File: config.mk
export PLATFORM = sky130hd
export DESIGN_NAME = percent_or_escape_dequoter_core
export DESIGN_NICKNAME = d
export VERILOG_FILES = /design/src/hw/rtl/pctesc_pkg.sv /design/src/hw/rtl/pctesc_parse.sv /design/src/hw/rtl/pctesc_queue.sv /design/src/hw/rtl/percent_or_escape_dequoter_core.sv
export SDC_FILE = /design/constraint.sdc
export NUM_CORES = 1
export LEC_CHECK = 0
export BUFFER_PORTS_ARGS = -buffer_cell sky130_fd_sc_hd__buf_2
export CORE_UTILIZATION = 40
export CTS_BUF_LIST = sky130_fd_sc_hd__clkbuf_4 sky130_fd_sc_hd__clkbuf_8
export CTS_CLUSTER_SIZE = 30
export DETAILED_ROUTE_END_ITERATION = 16
export REMOVE_ABC_BUFFERS = 1
export SKIP_LAST_GASP = 1
export SYNTH_ARGS = -nofsm -noshare
export SYNTH_HDL_FRONTEND = slang
export SYNTH_SLANG_ARGS = --single-unit
export TNS_END_PERCENT = 20
File: constraint.sdc
create_clock -name i_clk -period 13.2 [get_ports i_clk]
set_input_delay 1.98 -clock i_clk [delete_from_list [all_inputs] [get_ports i_clk]]
set_output_delay 1.98 -clock i_clk [all_outputs]
set_load 0.02 [all_outputs]
File: src/hw/rtl/pctesc_pkg.sv
// Package for the percent / escape dequoter: types, character constants,
// mode codes and small character classification functions.
// No dependencies; used by every module of the block.
`default_nettype none

package pctesc_pkg;

    // Most result transactions that one input byte can cause.
    localparam int MAX_RESULTS = 3;
    // Default depth of the result queue (power of two, at least 4).
    localparam int QUEUE_DEPTH_DEF = 8;
    // Configuration port address width and register data width.
    localparam int APB_AW = 3;
    localparam int APB_DW = 32;

    // Register indexes.
    localparam logic REG_QUOTE_MODE = 1'b0;

    // Quote modes. Codes five to seven behave as pass-through.
    localparam logic [2:0] MODE_NONE       = 3'd0;
    localparam logic [2:0] MODE_URI        = 3'd1;
    localparam logic [2:0] MODE_ESC        = 3'd2;
    localparam logic [2:0] MODE_STRICT_URI = 3'd3;
    localparam logic [2:0] MODE_STRICT_ESC = 3'd4;

    // Characters that steer the parser.
    localparam logic [7:0] CH_PCT   = 8'h25;
    localparam logic [7:0] CH_BSL   = 8'h5C;
    localparam logic [7:0] CH_ZERO  = 8'h30;
    localparam logic [7:0] CH_SEVEN = 8'h37;
    localparam logic [7:0] CH_NINE  = 8'h39;
    localparam logic [7:0] CH_LO_A  = 8'h61;
    localparam logic [7:0] CH_LO_F  = 8'h66;
    localparam logic [7:0] CH_UP_A  = 8'h41;
    localparam logic [7:0] CH_UP_F  = 8'h46;
    localparam logic [7:0] CH_N     = 8'h6E;
    localparam logic [7:0] CH_T     = 8'h74;
    localparam logic [7:0] CH_R     = 8'h72;
    localparam logic [7:0] CH_B     = 8'h62;
    localparam logic [7:0] CH_F     = 8'h66;
    localparam logic [7:0] CH_V     = 8'h76;
    localparam logic [7:0] CASE_BIT = 8'h20;
    localparam logic [7:0] HEX_TEN  = 8'd10;

    // Parser phase.
    typedef enum logic [2:0] {
        PH_IDLE,
        PH_PCT1,
        PH_PCT2,
        PH_BSL,
        PH_OCT1,
        PH_OCT2,
        PH_DROP
    } t_phase;

    // Parser state carried from one byte to the next.
    typedef struct packed {
        t_phase     phase;
        logic [7:0] held;
        logic [7:0] octv;
    } t_pstate;

    // One result transaction.
    typedef struct packed {
        logic [7:0] data;
        logic       last;
        logic       err;
    } t_result;

    function automatic logic is_hex(input logic [7:0] b);
        return b inside {[CH_ZERO:CH_NINE], [CH_LO_A:CH_LO_F], [CH_UP_A:CH_UP_F]};
    endfunction

    function automatic logic is_oct(input logic [7:0] b);
        return b inside {[CH_ZERO:CH_SEVEN]};
    endfunction

    // Value of a hex digit; letters of either case fold onto lower case.
    function automatic logic [3:0] hex_val(input logic [7:0] b);
        logic [7:0] t;
        t = (b | CASE_BIT) - CH_LO_A + HEX_TEN;
        if (b inside {[CH_ZERO:CH_NINE]}) begin
            t = b - CH_ZERO;
        end
        return t[3:0];
    endfunction

    // Control code named by the letter after a backslash.
    function automatic logic [7:0] esc_map(input logic [7:0] b);
        logic [7:0] r;
        case (b)
            CH_N: r = 8'd10;
            CH_T: r = 8'd9;
            CH_R: r = 8'd13;
            CH_B: r = 8'd8;
            CH_F: r = 8'd12;
            CH_V: r = 8'd11;
            default: r = b;
        endcase
        return r;
    endfunction

endpackage

`default_nettype wire

File: src/hw/rtl/pctesc_parse.sv
// Combinational parser step: one input byte plus the carried parser state
// gives the next state and up to three result transactions.
// Depends on pctesc_pkg.
`default_nettype none

module pctesc_parse
    import pctesc_pkg::*;
(
    input  logic [2:0]                    i_mode,
    input  t_pstate                       i_state,
    input  logic [7:0]                    i_byte,
    input  logic                          i_last,
    output t_pstate                       o_state,
    output t_result [MAX_RESULTS-1:0]     o_items,
    output logic [1:0]                    o_count
);

    logic                      uri;
    logic                      strict;
    logic                      esc;
    t_pstate                   st;
    t_result [MAX_RESULTS-1:0] res;
    logic [1:0]                cnt;
    logic [7:0]                digit;

    assign uri    = (i_mode == MODE_URI) || (i_mode == MODE_STRICT_URI);
    assign strict = (i_mode == MODE_STRICT_URI);
    assign esc    = (i_mode == MODE_ESC) || (i_mode == MODE_STRICT_ESC);
    assign digit  = i_byte - CH_ZERO;

    // Walk the byte through the current phase, appending results in order.
    always_comb begin
        st  = i_state;
        res = '0;
        cnt = 2'd0;
        if (uri) begin
            case (st.phase)
                PH_PCT1: begin
                    if (is_hex(i_byte)) begin
                        st.held  = i_byte;
                        st.phase = PH_PCT2;
                    end else if (strict) begin
                        st.phase = PH_DROP;
                    end else begin
                        res[cnt] = '{data: CH_PCT, last: 1'b0, err: 1'b0};
                        cnt = cnt + 2'd1;
                        if (i_byte == CH_PCT) begin
                            st.phase = PH_PCT1;
                        end else begin
                            st.phase = PH_IDLE;
                            res[cnt] = '{data: i_byte, last: 1'b0, err: 1'b0};
                            cnt = cnt + 2'd1;
                        end
                    end
                end
                PH_PCT2: begin
                    if (is_hex(i_byte)) begin
                        res[cnt] = '{data: {hex_val(st.held), hex_val(i_byte)},
                                     last: 1'b0, err: 1'b0};
                        cnt = cnt + 2'd1;
                        st.held  = 8'd0;
                        st.phase = PH_IDLE;
                    end else if (strict) begin
                        st.phase = PH_DROP;
                    end else begin
                        res[cnt] = '{data: CH_PCT, last: 1'b0, err: 1'b0};
                        cnt = cnt + 2'd1;
                        res[cnt] = '{data: st.held, last: 1'b0, err: 1'b0};
                        cnt = cnt + 2'd1;
                        st.held = 8'd0;
                        if (i_byte == CH_PCT) begin
                            st.phase = PH_PCT1;
                        end else begin
                            st.phase = PH_IDLE;
                            res[cnt] = '{data: i_byte, last: 1'b0, err: 1'b0};
                            cnt = cnt + 2'd1;
                        end
                    end
                end
                PH_DROP: begin
                end
                default: begin
                    if (i_byte == CH_PCT) begin
                        st.phase = PH_PCT1;
                    end else begin
                        st.phase = PH_IDLE;
                        res[cnt] = '{data: i_byte, last: 1'b0, err: 1'b0};
                        cnt = cnt + 2'd1;
                    end
                end
            endcase
            // A sequence cut off by the end of the string.
            if (i_last) begin
                if (st.phase == PH_PCT1 || st.phase == PH_PCT2) begin
                    if (strict) begin
                        st.phase = PH_DROP;
                    end else begin
                        res[cnt] = '{data: CH_PCT, last: 1'b0, err: 1'b0};
                        cnt = cnt + 2'd1;
                        if (st.phase == PH_PCT2) begin
                            res[cnt] = '{data: st.held, last: 1'b0, err: 1'b0};
                            cnt = cnt + 2'd1;
                        end
                    end
                end
                if (st.phase == PH_DROP) begin
                    res[cnt] = '{data: 8'd0, last: 1'b0, err: 1'b1};
                    cnt = cnt + 2'd1;
                end
            end
        end else if (esc) begin
            case (st.phase)
                PH_BSL: begin
                    if (is_oct(i_byte)) begin
                        st.octv  = digit;
                        st.phase = PH_OCT1;
                    end else begin
                        res[cnt] = '{data: esc_map(i_byte), last: 1'b0, err: 1'b0};
                        cnt = cnt + 2'd1;
                        st.phase = PH_IDLE;
                    end
                end
                PH_OCT1: begin
                    if (is_oct(i_byte)) begin
                        st.octv  = {st.octv[4:0], 3'b000} + digit;
                        st.phase = PH_OCT2;
                    end else begin
                        res[cnt] = '{data: st.octv, last: 1'b0, err: 1'b0};
                        cnt = cnt + 2'd1;
                        st.octv = 8'd0;
                        if (i_byte == CH_BSL) begin
                            st.phase = PH_BSL;
                        end else begin
                            st.phase = PH_IDLE;
                            res[cnt] = '{data: i_byte, last: 1'b0, err: 1'b0};
                            cnt = cnt + 2'd1;
                        end
                    end
                end
                PH_OCT2: begin
                    if (is_oct(i_byte)) begin
                        res[cnt] = '{data: {st.octv[4:0], 3'b000} + digit,
                                     last: 1'b0, err: 1'b0};
                        cnt = cnt + 2'd1;
                        st.phase = PH_IDLE;
                    end else begin
                        res[cnt] = '{data: st.octv, last: 1'b0, err: 1'b0};
                        cnt = cnt + 2'd1;
                        if (i_byte == CH_BSL) begin
                            st.phase = PH_BSL;
                        end else begin
                            st.phase = PH_IDLE;
                            res[cnt] = '{data: i_byte, last: 1'b0, err: 1'b0};
                            cnt = cnt + 2'd1;
                        end
                    end
                    st.octv = 8'd0;
                end
                default: begin
                    if (i_byte == CH_BSL) begin
                        st.phase = PH_BSL;
                    end else begin
                        st.phase = PH_IDLE;
                        res[cnt] = '{data: i_byte, last: 1'b0, err: 1'b0};
                        cnt = cnt + 2'd1;
                    end
                end
            endcase
            // A trailing backslash gives zero; trailing digits give their value.
            if (i_last) begin
                if (st.phase == PH_BSL) begin
                    res[cnt] = '{data: 8'd0, last: 1'b0, err: 1'b0};
                    cnt = cnt + 2'd1;
                end else if (st.phase == PH_OCT1 || st.phase == PH_OCT2) begin
                    res[cnt] = '{data: st.octv, last: 1'b0, err: 1'b0};
                    cnt = cnt + 2'd1;
                end
            end
        end else begin
            res[cnt] = '{data: i_byte, last: 1'b0, err: 1'b0};
            cnt = cnt + 2'd1;
        end

        // Mark the final result of the string and return to the idle state.
        if (i_last) begin
            if (cnt != 2'd0) begin
                res[cnt - 2'd1].last = 1'b1;
            end
            st = '{phase: PH_IDLE, held: 8'd0, octv: 8'd0};
        end
    end

    assign o_state = st;
    assign o_items = res;
    assign o_count = cnt;

endmodule

`default_nettype wire

File: src/hw/rtl/pctesc_queue.sv
// Result queue: takes up to three results in one cycle and hands them out
// one per transaction from its head.
// Depends on pctesc_pkg.
`default_nettype none

module pctesc_queue
    import pctesc_pkg::*;
#(
    parameter int DEPTH = QUEUE_DEPTH_DEF
) (
    input  logic                          i_clk,
    input  logic                          i_rst_n,
    input  logic [1:0]                    i_push_cnt,
    input  t_result [MAX_RESULTS-1:0]     i_items,
    input  logic                          i_pop,
    output t_result                       o_head,
    output logic [$clog2(DEPTH+1)-1:0]    o_count
);

    localparam int AW = $clog2(DEPTH);
    localparam int CW = $clog2(DEPTH + 1);

    t_result          r_mem [DEPTH];
    logic [AW-1:0]    r_wr;
    logic [AW-1:0]    r_rd;
    logic [CW-1:0]    r_count;
    logic [AW-1:0]    n_wr;
    logic [AW-1:0]    n_rd;
    logic [CW-1:0]    n_count;

    // Pointer and fill bookkeeping.
    always_comb begin
        n_wr    = r_wr + AW'(i_push_cnt);
        n_rd    = r_rd + AW'(i_pop);
        n_count = r_count + CW'(i_push_cnt) - CW'(i_pop);
    end

    always_ff @(posedge i_clk) begin
        if (!i_rst_n) begin
            r_wr    <= '0;
            r_rd    <= '0;
            r_count <= '0;
        end else begin
            r_wr    <= n_wr;
            r_rd    <= n_rd;
            r_count <= n_count;
        end
    end

    // Store the new results at consecutive slots.
    always_ff @(posedge i_clk) begin
        for (int k = 0; k < MAX_RESULTS; k++) begin
            if (2'(k) < i_push_cnt) begin
                r_mem[r_wr + AW'(k)] <= i_items[k];
            end
        end
    end

    assign o_head  = r_mem[r_rd];
    assign o_count = r_count;

endmodule

`default_nettype wire

File: src/hw/rtl/percent_or_escape_dequoter_core.sv
// Top level of the percent / escape dequoter: stream ports, the quote mode
// register on the configuration port, the parser state and the result queue.
// Depends on pctesc_pkg, pctesc_parse and pctesc_queue.
`default_nettype none

// The block takes one byte of a quoted string per cycle and dequotes it on
// the fly: URI modes decode %hh, escape modes decode backslash sequences with
// up to three octal digits, and mode none passes bytes through. Each input
// byte is parsed in the cycle it is accepted and its zero to three results
// are written into a result queue, which delivers one result per cycle while
// m_tready is high; the results are registered in the queue before they
// reach the output. The input accepts a byte every cycle as long as the queue
// has at least three free slots, that is while at most QUEUE_DEPTH minus
// three results are waiting, so a stalled output lets QUEUE_DEPTH minus two
// up to QUEUE_DEPTH results pile up before the input stalls. Only the rare
// sequences that give two or three results (a bad or cut-off percent
// sequence, an octal run ended by another byte) produce more results than
// bytes, and the queue absorbs those bursts. Writing quote_mode returns the
// parser to idle; do so only while the block is idle.

module percent_or_escape_dequoter_core
    import pctesc_pkg::*;
#(
    parameter int QUEUE_DEPTH = QUEUE_DEPTH_DEF
) (
    input  logic              i_clk,
    input  logic              i_rst_n,
    // Input stream.
    input  logic              s_tvalid,
    output logic              s_tready,
    input  logic [7:0]        s_tdata,   // [7:0] in_byte
    input  logic              s_tlast,   // in_last
    // Output stream.
    output logic              m_tvalid,
    input  logic              m_tready,
    output logic [7:0]        m_tdata,   // [7:0] out_byte
    output logic              m_tlast,   // out_last
    output logic [0:0]        m_tuser,   // [0] format_error
    // Configuration port.
    input  logic              psel,
    input  logic              penable,
    input  logic              pwrite,
    input  logic [APB_AW-1:0] paddr,
    input  logic [APB_DW-1:0] pwdata,
    output logic [APB_DW-1:0] prdata,
    output logic              pready
);

    localparam int CW = $clog2(QUEUE_DEPTH + 1);

    logic [2:0]                r_mode;
    t_pstate                   r_state;
    t_pstate                   n_state;
    t_pstate                   parse_state;
    t_result [MAX_RESULTS-1:0] parse_items;
    logic [1:0]                parse_cnt;
    logic [1:0]                push_cnt;
    logic                      in_acc;
    logic                      out_acc;
    logic                      cfg_wr;
    t_result                   head;
    logic [CW-1:0]             q_count;

    // Configuration register.
    assign pready = 1'b1;
    assign cfg_wr = psel & penable & pwrite & pready & (paddr[2] == REG_QUOTE_MODE);
    assign prdata = (paddr[2] == REG_QUOTE_MODE) ? {{(APB_DW-3){1'b0}}, r_mode} : '0;

    always_ff @(posedge i_clk) begin
        if (!i_rst_n) begin
            r_mode <= MODE_NONE;
        end else if (cfg_wr) begin
            r_mode <= pwdata[2:0];
        end
    end

    // Parser for the byte being accepted.
    pctesc_parse u_parse (
        .i_mode  (r_mode),
        .i_state (r_state),
        .i_byte  (s_tdata),
        .i_last  (s_tlast),
        .o_state (parse_state),
        .o_items (parse_items),
        .o_count (parse_cnt)
    );

    // Input side handshake: room for the largest burst of one byte.
    assign s_tready = (q_count <= CW'(QUEUE_DEPTH - MAX_RESULTS));
    assign in_acc   = s_tvalid & s_tready;
    assign push_cnt = in_acc ? parse_cnt : 2'd0;

    // Parser state register; a mode write restarts the parser.
    always_comb begin
        n_state = r_state;
        if (cfg_wr) begin
            n_state = '{phase: PH_IDLE, held: 8'd0, octv: 8'd0};
        end else if (in_acc) begin
            n_state = parse_state;
        end
    end

    always_ff @(posedge i_clk) begin
        if (!i_rst_n) begin
            r_state <= '{phase: PH_IDLE, held: 8'd0, octv: 8'd0};
        end else begin
            r_state <= n_state;
        end
    end

    // Result queue and output side.
    assign out_acc = m_tvalid & m_tready;

    pctesc_queue #(
        .DEPTH (QUEUE_DEPTH)
    ) u_queue (
        .i_clk      (i_clk),
        .i_rst_n    (i_rst_n),
        .i_push_cnt (push_cnt),
        .i_items    (parse_items),
        .i_pop      (out_acc),
        .o_head     (head),
        .o_count    (q_count)
    );

    assign m_tvalid   = (q_count != '0);
    assign m_tdata    = head.data;
    assign m_tlast    = head.last;
    assign m_tuser[0] = head.err;

`ifndef NO_ASSERTIONS
    // The queue never holds more than its depth.
    a_queue_bound: assert property (@(posedge i_clk) disable iff (!i_rst_n)
        q_count <= CW'(QUEUE_DEPTH))
        else $error("result queue overfilled");

    // A mode write leaves the parser idle with nothing held.
    a_cfg_clears: assert property (@(posedge i_clk) disable iff (!i_rst_n)
        cfg_wr |=> (r_state.phase == PH_IDLE && r_state.held == 8'd0 &&
                    r_state.octv == 8'd0))
        else $error("parser not cleared by mode write");

    // The end of a string returns the parser to idle.
    a_last_idle: assert property (@(posedge i_clk) disable iff (!i_rst_n)
        (in_acc && s_tlast && !cfg_wr) |=> (r_state.phase == PH_IDLE))
        else $error("parser not idle after end of string");

    // An error result carries a zero byte and closes its string.
    a_err_form: assert property (@(posedge i_clk) disable iff (!i_rst_n)
        (m_tvalid && m_tuser[0]) |-> (m_tdata == 8'd0 && m_tlast))
        else $error("malformed error result");

    // Pass-through mode gives exactly one result per byte.
    a_none_one: assert property (@(posedge i_clk) disable iff (!i_rst_n)
        (in_acc && r_mode == MODE_NONE) |-> (push_cnt == 2'd1))
        else $error("pass-through result count wrong");
`endif

endmodule

`default_nettype wire
Word-level counts from Yosys, hierarchy flattened
Memories as Yosys holds them, arrays and structs flattened. A register that Yosys moved wholly into a read port is not among the register bits.
Cells that the tools add are included.
Cells by class
  $add $sub $neg: 18
  multipliers: 0
  divide/modulo/power cells: 0
  order comparisons: 23
  eq/ne operators: 25
  shift operators: 0
  multiplexer cells: 124
  bitwise gates (word level): 15
  reductions and logical operators: 24
Operators by type and width (number)
  $mux W30: 14
  $mux W10: 19
  $demux W10 S2: 5
  $mux W20: 5
  $bwmux W30: 3
  $mux W8: 10
  $pmux W10 S3: 2
  $eq A8 B7 Y1 const B: 7
  $mux W2: 26
  $mux W3: 16
  $pmux W8 S6: 1
  $pmux W10 S2: 2
  $and A20 B30 Y30: 1
  $not A30 Y30: 1
  $and A27 B27 Y27: 1
  $not A27 Y27: 1
  $le A8 B6 Y1 const B: 3
  $pmux W8 S3: 1
  $and A21 B21 Y21: 1
  $eq A3 B3 Y1 const B: 7
  $not A21 Y21: 1
  $mux W19: 1
  $eq A3 B2 Y1 const B: 6
  $pmux W3 S3: 2
  other kinds (40): 93
Storage, ports and cells
  bits in registers: 32
  bits in latches: 0
  bits in writable memories: 80
  ROM bits: 0
  bits of input ports: 51
  output and inout port bits: 45
  word-level logic and storage cells: 237
  memories: 1
Memories
  u_queue.r_mem: depth 8, width 10, rd ports 1, clocked after memory_dff 1, wr ports 3, line pctesc_queue.sv:23  | t_result r_mem [DEPTH];

Depth between registers and ports, before layout
Gate-level depths: netlist of the first run.
  depth in word-level cells: 25
  gate-level depth with buffers: 29
  mapped depth without buffers: 25

Modules after synthesis
From an unflattened synthesis of the first run, not the netlist that was laid out.
Unflattened totals
  cells, all modules: 1321
  area total of the unflattened synthesis: 10782.8 um^2
Modules (own cells, without submodules)
  pctesc_queue: instances 1, cells each 636, area an instance 6160.9 um^2
  pctesc_parse: instances 1, cells each 548, area an instance 3455.8 um^2
  percent_or_escape_dequoter_core: instances 1, cells each 137, area an instance 1166.1 um^2

Worst setup path before layout of the first run
Ideal clock, no wire load.
  kind: in2reg
  start point: input port s_tdata[4]
  end point: register u_queue.r_count[3] (netlist: u_queue.o_count[3])
  library setup time: 0.115 ns
  data arrival time: 7.454 ns
  required time: 13.085 ns
  setup slack: 5.632 ns
  stages: 28
  cells stage by stage: clkbuf_1 > inv_1 > ha_1 > and3b_1 > nor2b_1 > o32ai_2 > nand3_1 > nor2_2 > clkbuf_1 > nor2_1 > ha_1 > or3_1 > a31oi_1 > nor3_1 > a21oi_1 > ha_1 > o32ai_4 > o211ai_4 > a21oi_2 > buf_6 > inv_1 > ha_1 > inv_1 > ha_1 > a21o_1 > a21oi_1 > xor2_1 > and2_1
On the way
  word-level cells in the longest chain between the ends: 20
Ends and longest elaborated chain
  start, declared: line percent_or_escape_dequoter_core.sv:31  | input logic [7:0] s_tdata,
  $ge A8 B6 Y1 (tied with other cells): line pctesc_pkg.sv:71, pctesc_pkg.sv:75
  $logic_and A1 B1 Y1 (tied with other cells): line pctesc_pkg.sv:71  | return b inside {[CH_ZERO:CH_NINE], [CH_LO_A:CH_LO_F], [CH_UP_A:CH_UP_F]};
  $reduce_bool A3 Y1 (tied with other cells): line pctesc_pkg.sv:71
  $mux W2 (on tied branches): line pctesc_parse.sv:57, pctesc_parse.sv:39
  $pmux W2 S3: line pctesc_parse.sv:37  | case (st.phase)
  $mux W2: line pctesc_parse.sv:36  | if (uri) begin
  $add A2 B1 Y2: line pctesc_parse.sv:99  | cnt = cnt + 2'd1;
  $add A2 B1 Y2: line pctesc_parse.sv:102  | cnt = cnt + 2'd1;
  [... 4 more ...]
  $mux W2: line pctesc_parse.sv:36
  $add A2 B1 Y2: line pctesc_parse.sv:108  | cnt = cnt + 2'd1;
  $mux W2: line pctesc_parse.sv:106  | if (st.phase == PH_DROP) begin
  $mux W2: line pctesc_parse.sv:93  | if (i_last) begin
  $mux W2 *: line pctesc_parse.sv:36
  $mux W2 *: line percent_or_escape_dequoter_core.sv:91  | assign push_cnt = in_acc ? parse_cnt : 2'd0;
  $add A4 B2 Y4 *: line pctesc_queue.sv:35  | n_count = r_count + CW'(i_push_cnt) - CW'(i_pop);
  $sub A4 B1 Y4 *: line pctesc_queue.sv:35
  end signal, assigned: line pctesc_queue.sv:46  | r_count <= n_count;
  end, declared: line pctesc_queue.sv:26  | logic [CW-1:0] r_count;
Mark *: on every way between the ends. The rest lies on a longest branch, timed or not. The select of a mux whose other input is x is not followed.
A chain may end at the register's enable or synchronous reset.

==> flow_summary.ini, run 1 <==
[drt]
met2_length_um = 13400
drtAntennaViolNets = 0
wire_per_inst_um = 21.6
via_per_inst = 6.18
met3_wirelength_um = 2160
top_layer = met4
drt_wl_total_um = 29300
drtIter0Drc = 764
dr.pass1.iters = 7
vias = 8398
met1_length_um = 12800
drc = 0

[die]
die_y_um = 160
pin_count = 96
start_util = 0.409
core_mm2 = 0.0244
die-width_um = 160
die-area_mm2 = 0.0256
fp-row-count = 57

[pwr]
p_leak_nw = 4.02
power_density_mw_per_mm2 = 89.5
power_mw = 0.928
vdd_drop_max_v = 0.0000497

[placed_design]
hpwl_um = 21700
place_ws_ns = 4.06
place_congestion = 1.03
io_buffers = 34
place_area_mm2 = 0.0102

[synth]
synth_edf_count = 80
async_reset_ff_frac = 0
synthAdderAreaFrac = 0.0549
yosysWarnings = 0
synth-simple-area-share = 0.159
synth_area_mm2 = 0.00998
ys_seq_elements = 112
synth_compound_area_frac = 0.189
synthesis.instances = 1048
synth_mux_area_frac = 0.205
synth_top_family_by_area = multiplexers
ys.flop_type = edfxtp_1
yosysUniqueCellTypes = 92
seq_area_frac_synth = 0.305
syn_area_per_cell_um2 = 9.52
synthXorXnorAreaFrac = 0.0158

[cells_and_area]
final_layout_size_suffix_gt1_frac = 0.136
layout_common_cells = mux2i_1, edfxtp_1, nand2_1
nets = 1123
antennaDiodeCount = 0
fin_area_mm2 = 0.0104
area_growth_pct = 3.89
n_fill_cell = 2460
layout_commonest_cell = mux2i_1

[timing]
hold_slack_ns = 0.551
slew_headroom = 0.132
finalHoldViolations = 0
tightest_slew_ns = 1.30
grt_setup_unrepaired = false
worst_slack_ns = 4.38
min_period_ns = 8.82
period_share = 0.668
slew_viol_final = 0
fmaxAchievable_mhz = 113
setup_violations = 0
finClkSkew_ns = 0.0173
finalSetupTns_ns = 0

[cts]
cts_hold_buf = 0
post_cts_resized = 0
clkTransAtPathRegs_ns = 0.11
htree_levels = 3
clock_sinks = 112
cts.path.max_buffers = 2
post_cts_buffers = 0
cts_tree = built
cts_made_buffers = 9
root_buffer = clkbuf_8
clkLatencyLatePin_ns = 0.41

[critical_path]
worstPathArrival_ns = 8.87
path_cells = buf_2 -> inv_1 -> ha_1 -> and3b_1 -> nor2b_1 -> o32a_2 -> nor3_4 -> and3_1 -> nor2_1 -> ha_1 -> or3_1 -> a31oi_1 -> nor3_1 -> a21oi_1 -> ha_1 -> o32ai_4 -> o211ai_4 -> a21oi_2 -> nand4_1 -> nand3_1
startpoint_type = input port
path_class = in2reg
critPathCaptureType = flip-flop
r2r-start = r_state[16]$_SDFFE_PP0P_
slowest_delay_ns = 0.79
path_max_fanout = 15
critPathMostFrequentCell = ha_1
slowest_stage = nand3_1
r2r_slack_ns = 6.34
cp.required_ns = 13.25
reg2reg_depth = 15
r2r-end = u_queue.r_mem[6][5]$_DFFE_PP_

[min_path]
holdPathStages = 1
hold_end = r_state[15]$_SDFFE_PP0P_
hp-start = r_state[15]$_SDFFE_PP0P_
holdCritPathClass = reg2reg

[global_routing]
grt_pass1_vias = 7963
grt_usage = 0.230
grt_overflow = 0
antenna_found_initial = 0
grt_max_degree = 34
grt_pass1_wl_um = 46300

[outcome]
status = complete, no violations

[flow_run]
cap_violations = 0
[sequential cells by signal, summed over array words and instances (netlist names)]
register and flops:
u_queue.r_mem 80, u_queue.r_rd 3, u_queue.o_count 4, u_queue.r_wr 3
r_state 19, r_mode 3
[final cells by class]
class                   instances  area (um^2)  area share
multi-input cells             829         6350       0.613
flip-flops and latches        112         3040       0.293
well taps                     324          405      0.0391
repair buffers                 43          238      0.0229
inverters                      35          131      0.0127
clock buffers                   9          124      0.0119
clock inverters                 7         72.6     0.00700
[cells in the mapped netlist, drive strengths merged, types with 9 or more instances]
master  number  share of area
a32oi       10         0.0088
o22ai        9         0.0056
and2        19          0.012
nand3       35          0.020
ha          39          0.049
clkbuf      41          0.015
edfxtp      80           0.24
mux2        33          0.038
nand2       78          0.029
a21oi       55          0.028
inv         35          0.013
a211oi       9         0.0093
nor2b       15         0.0094
o21ai       53          0.027
a31oi       13         0.0088
nor2        69          0.026
dfxtp       32          0.064
a22oi       25          0.019
xnor2       10         0.0088
mux2i      122           0.12
buf         59          0.041
mux4        20          0.045
nand4       11         0.0075
nor3        20          0.012
[metrics by stage]
stage	std cells	util
finish	1359	0.425
global route	1359	0.425
CTS	1359	0.425
detailed placement	1343	0.417
global placement	1343	0.417
floorplan	976	-
[worst max-delay path: cells and delay by family]
kind	cells	cell delay, ns
compound gates	6	1.86
fa+ha+maj	3	0.90
buf+inv	2	0.54
simple gates	9	3.56
[how the worst max path moves through the flow]
stage | end | start | slack (ns)
floorplan | u_queue.o_count[3]$_SDFF_PN0_ | s_tdata[1] | 5.76
finish | u_queue.r_mem[6][5]$_DFFE_PP_ | s_tdata[4] | 4.38
CTS | u_queue.r_mem[6][5]$_DFFE_PP_ | s_tdata[4] | 4.48
global placement | u_queue.r_mem[6][9]$_DFFE_PP_ | s_tdata[4] | 4.05
detailed placement | u_queue.r_mem[6][9]$_DFFE_PP_ | s_tdata[4] | 4.06
global route | u_queue.r_mem[6][2]$_DFFE_PP_ | s_tdata[4] | 3.97
[logic make-up after synthesis]
| family | count (synthesis) |
|---|---|
| xor+xnor | 18 |
| compound gates | 263 |
| buf+inv | 135 |
| mux | 175 |
| other cells | 2 |
| simple gates | 301 |
| flops | 112 |
| fa+ha+maj | 42 |
[where the power goes]
part / switching, mW / internal, mW / leakage (nW)
registers: 0.0174 / 0.403 / 0.988
clock network: 0.139 / 0.0741 / 0.0962
logic: 0.171 / 0.124 / 2.94
total: 0.327 / 0.601 / 4.02
[layer usage]
metal,up-vias,GRT usage
li1,3874,-
met1,4060,0.315
met2,386,0.364
met3,78,0.0327
met4,0,0.0918
met5,-,0
No activity file was read; power rests on OpenSTA's default activity.
==> inputs of run 2 (changes only) <==
Clock period 13.2 ns to 8.25 ns, I/O delays scaled along.
==> flow_summary.ini, run 2 (synthesis gave the netlist of run 1 again) <==
[outcome]
status = complete, no violations

[cts]
post_cts_buffers = 0
cts_tree = built
root_buffer = clkbuf_8
cts_made_buffers = 9
clkLatencyLatePin_ns = 0.40
cts.path.max_buffers = 2
cts_hold_buf = 0
clock_sinks = 112
clkTransAtPathRegs_ns = 0.13
post_cts_resized = 0
htree_levels = 3

[global_routing]
antenna_found_initial = 0
use_met3 = 0.0229
grt-busiest-layer = met2
grt_pass1_wl_um = 46300
grt_overflow = 0
use_met2 = 0.378
gr-usage-met1 = 0.314
grt_usage = 0.231
grt_pass1_vias = 7988
grt_max_degree = 34

[cells_and_area]
antennaDiodeCount = 0
n_fill_cell = 2435
layout_commonest_cell = mux2i_1
nets = 1134
seq_area_mm2 = 0.00304
multi_input_area_mm2 = 0.00635
final_layout_size_suffix_gt1_frac = 0.145
layout_common_cells = mux2i_1, edfxtp_1, nand2_1
area_growth_pct = 4.71
largest-register = u_queue.r_mem
largest_register_ffs = 80
fin_cells = 1370

[timing]
finClkSkew_ns = 0.0229
tightest_slew_ns = 1.13
period_share = 0.872
grt_setup_unrepaired = false
finalSetupTns_ns = 0
finalHoldViolations = 0
fmaxAchievable_mhz = 139
min_period_ns = 7.19
slew_viol_final = 0
setup_violations = 0
slew_headroom = 0.224
worst_slack_ns = 1.06

[critical_path]
r2r_slack_ns = 1.92
cp.required_ns = 8.60
slowest_delay_ns = 0.82
path_class = in2reg
critPathCaptureType = flip-flop
worstPathArrival_ns = 7.54
slowest_stage = o21ai_1
path_max_fanout = 13
critPathMostFrequentCell = ha_1
startpoint_type = input port

[die]
die-width_um = 160
fp-row-count = 57
core_mm2 = 0.0244
pin_count = 96
start_util = 0.409
die_y_um = 160
die-area_mm2 = 0.0256

[placed_design]
io_buffers = 34
place_inst = 1354
hpwl_um = 22400
place_ws_ns = 0.762
place_congestion = 0.926

[drt]
drtIter0Drc = 854
wire_per_inst_um = 21.6
drtAntennaViolNets = 0
via_per_inst = 6.15
dr.pass1.iters = 6
drc = 0
drt_wl_total_um = 29600
vias = 8422

[pwr]
power_density_mw_per_mm2 = 142
p_leak_nw = 4.08
vdd_drop_max_v = 0.0000796
power_mw = 1.48

[min_path]
holdCritPathClass = reg2reg

[flow_run]
cap_violations = 0
run 2: changes by cell type in the layout (fill, tap and decap cells not counted), sizes merged:
cell,before,now
buf,43,54
clkinv,4,2
inv,37,39
run 2: area by class of cell:
cell class	instances	share of cell area
Clock buffer	9	0.0119
Multi-Input combinational cell	829	0.608
Timing Repair Buffer	54	0.0306
Inverter	35	0.0126
Tap cell	324	0.0388
Clock inverter	7	0.00694
Sequential cell	112	0.291
run 2: power by group:
part	switching (mW)	total, mW	internal [mW]
clock	0.221	0.340	0.120
combinational	0.261	0.460	0.199
sequential	0.0382	0.682	0.644
total	0.520	1.48	0.963
run 2: metal layers:
metal	wire, um	vias up
li1	-	3915
met1	13100	4054
met2	13600	385
met3	1860	68
met4	991	0
met5	0	-
run 2: worst max-delay path, delay by kind of cell:
| kind | cells | cell delay [ns] |
|---|---|---|
| AO/OA/AOI/OAI | 12 | 3.25 |
| adder cells (fa/ha/maj) | 5 | 1.45 |
| AND/OR/NAND/NOR | 3 | 0.58 |
| buffers and inverters | 5 | 0.86 |
| XOR/XNOR | 1 | 0.15 |
run 2: per-stage QoR:
stage,util,cell area [um^2],hold WS (ns)
after floorplan,-,9520,0.459
after global placement,0.420,10300,0.512
after detailed placement,0.420,10300,0.522
after CTS,0.428,10500,0.550
after global routing,0.428,10500,0.559
final,0.428,10500,0.547
run 2: final timing paths:
path | startpoint | to | cells past startpoint
max | s_tdata[1] | u_queue.o_count[3]$_SDFF_PN0_ | 26
min | r_state[6]$_SDFFE_PP0P_ | r_state[6]$_SDFFE_PP0P_ | 2
max reg2reg | r_state[16]$_SDFFE_PP0P_ | u_queue.o_count[3]$_SDFF_PN0_ | 22
min reg2reg | r_state[6]$_SDFFE_PP0P_ | r_state[6]$_SDFFE_PP0P_ | 2
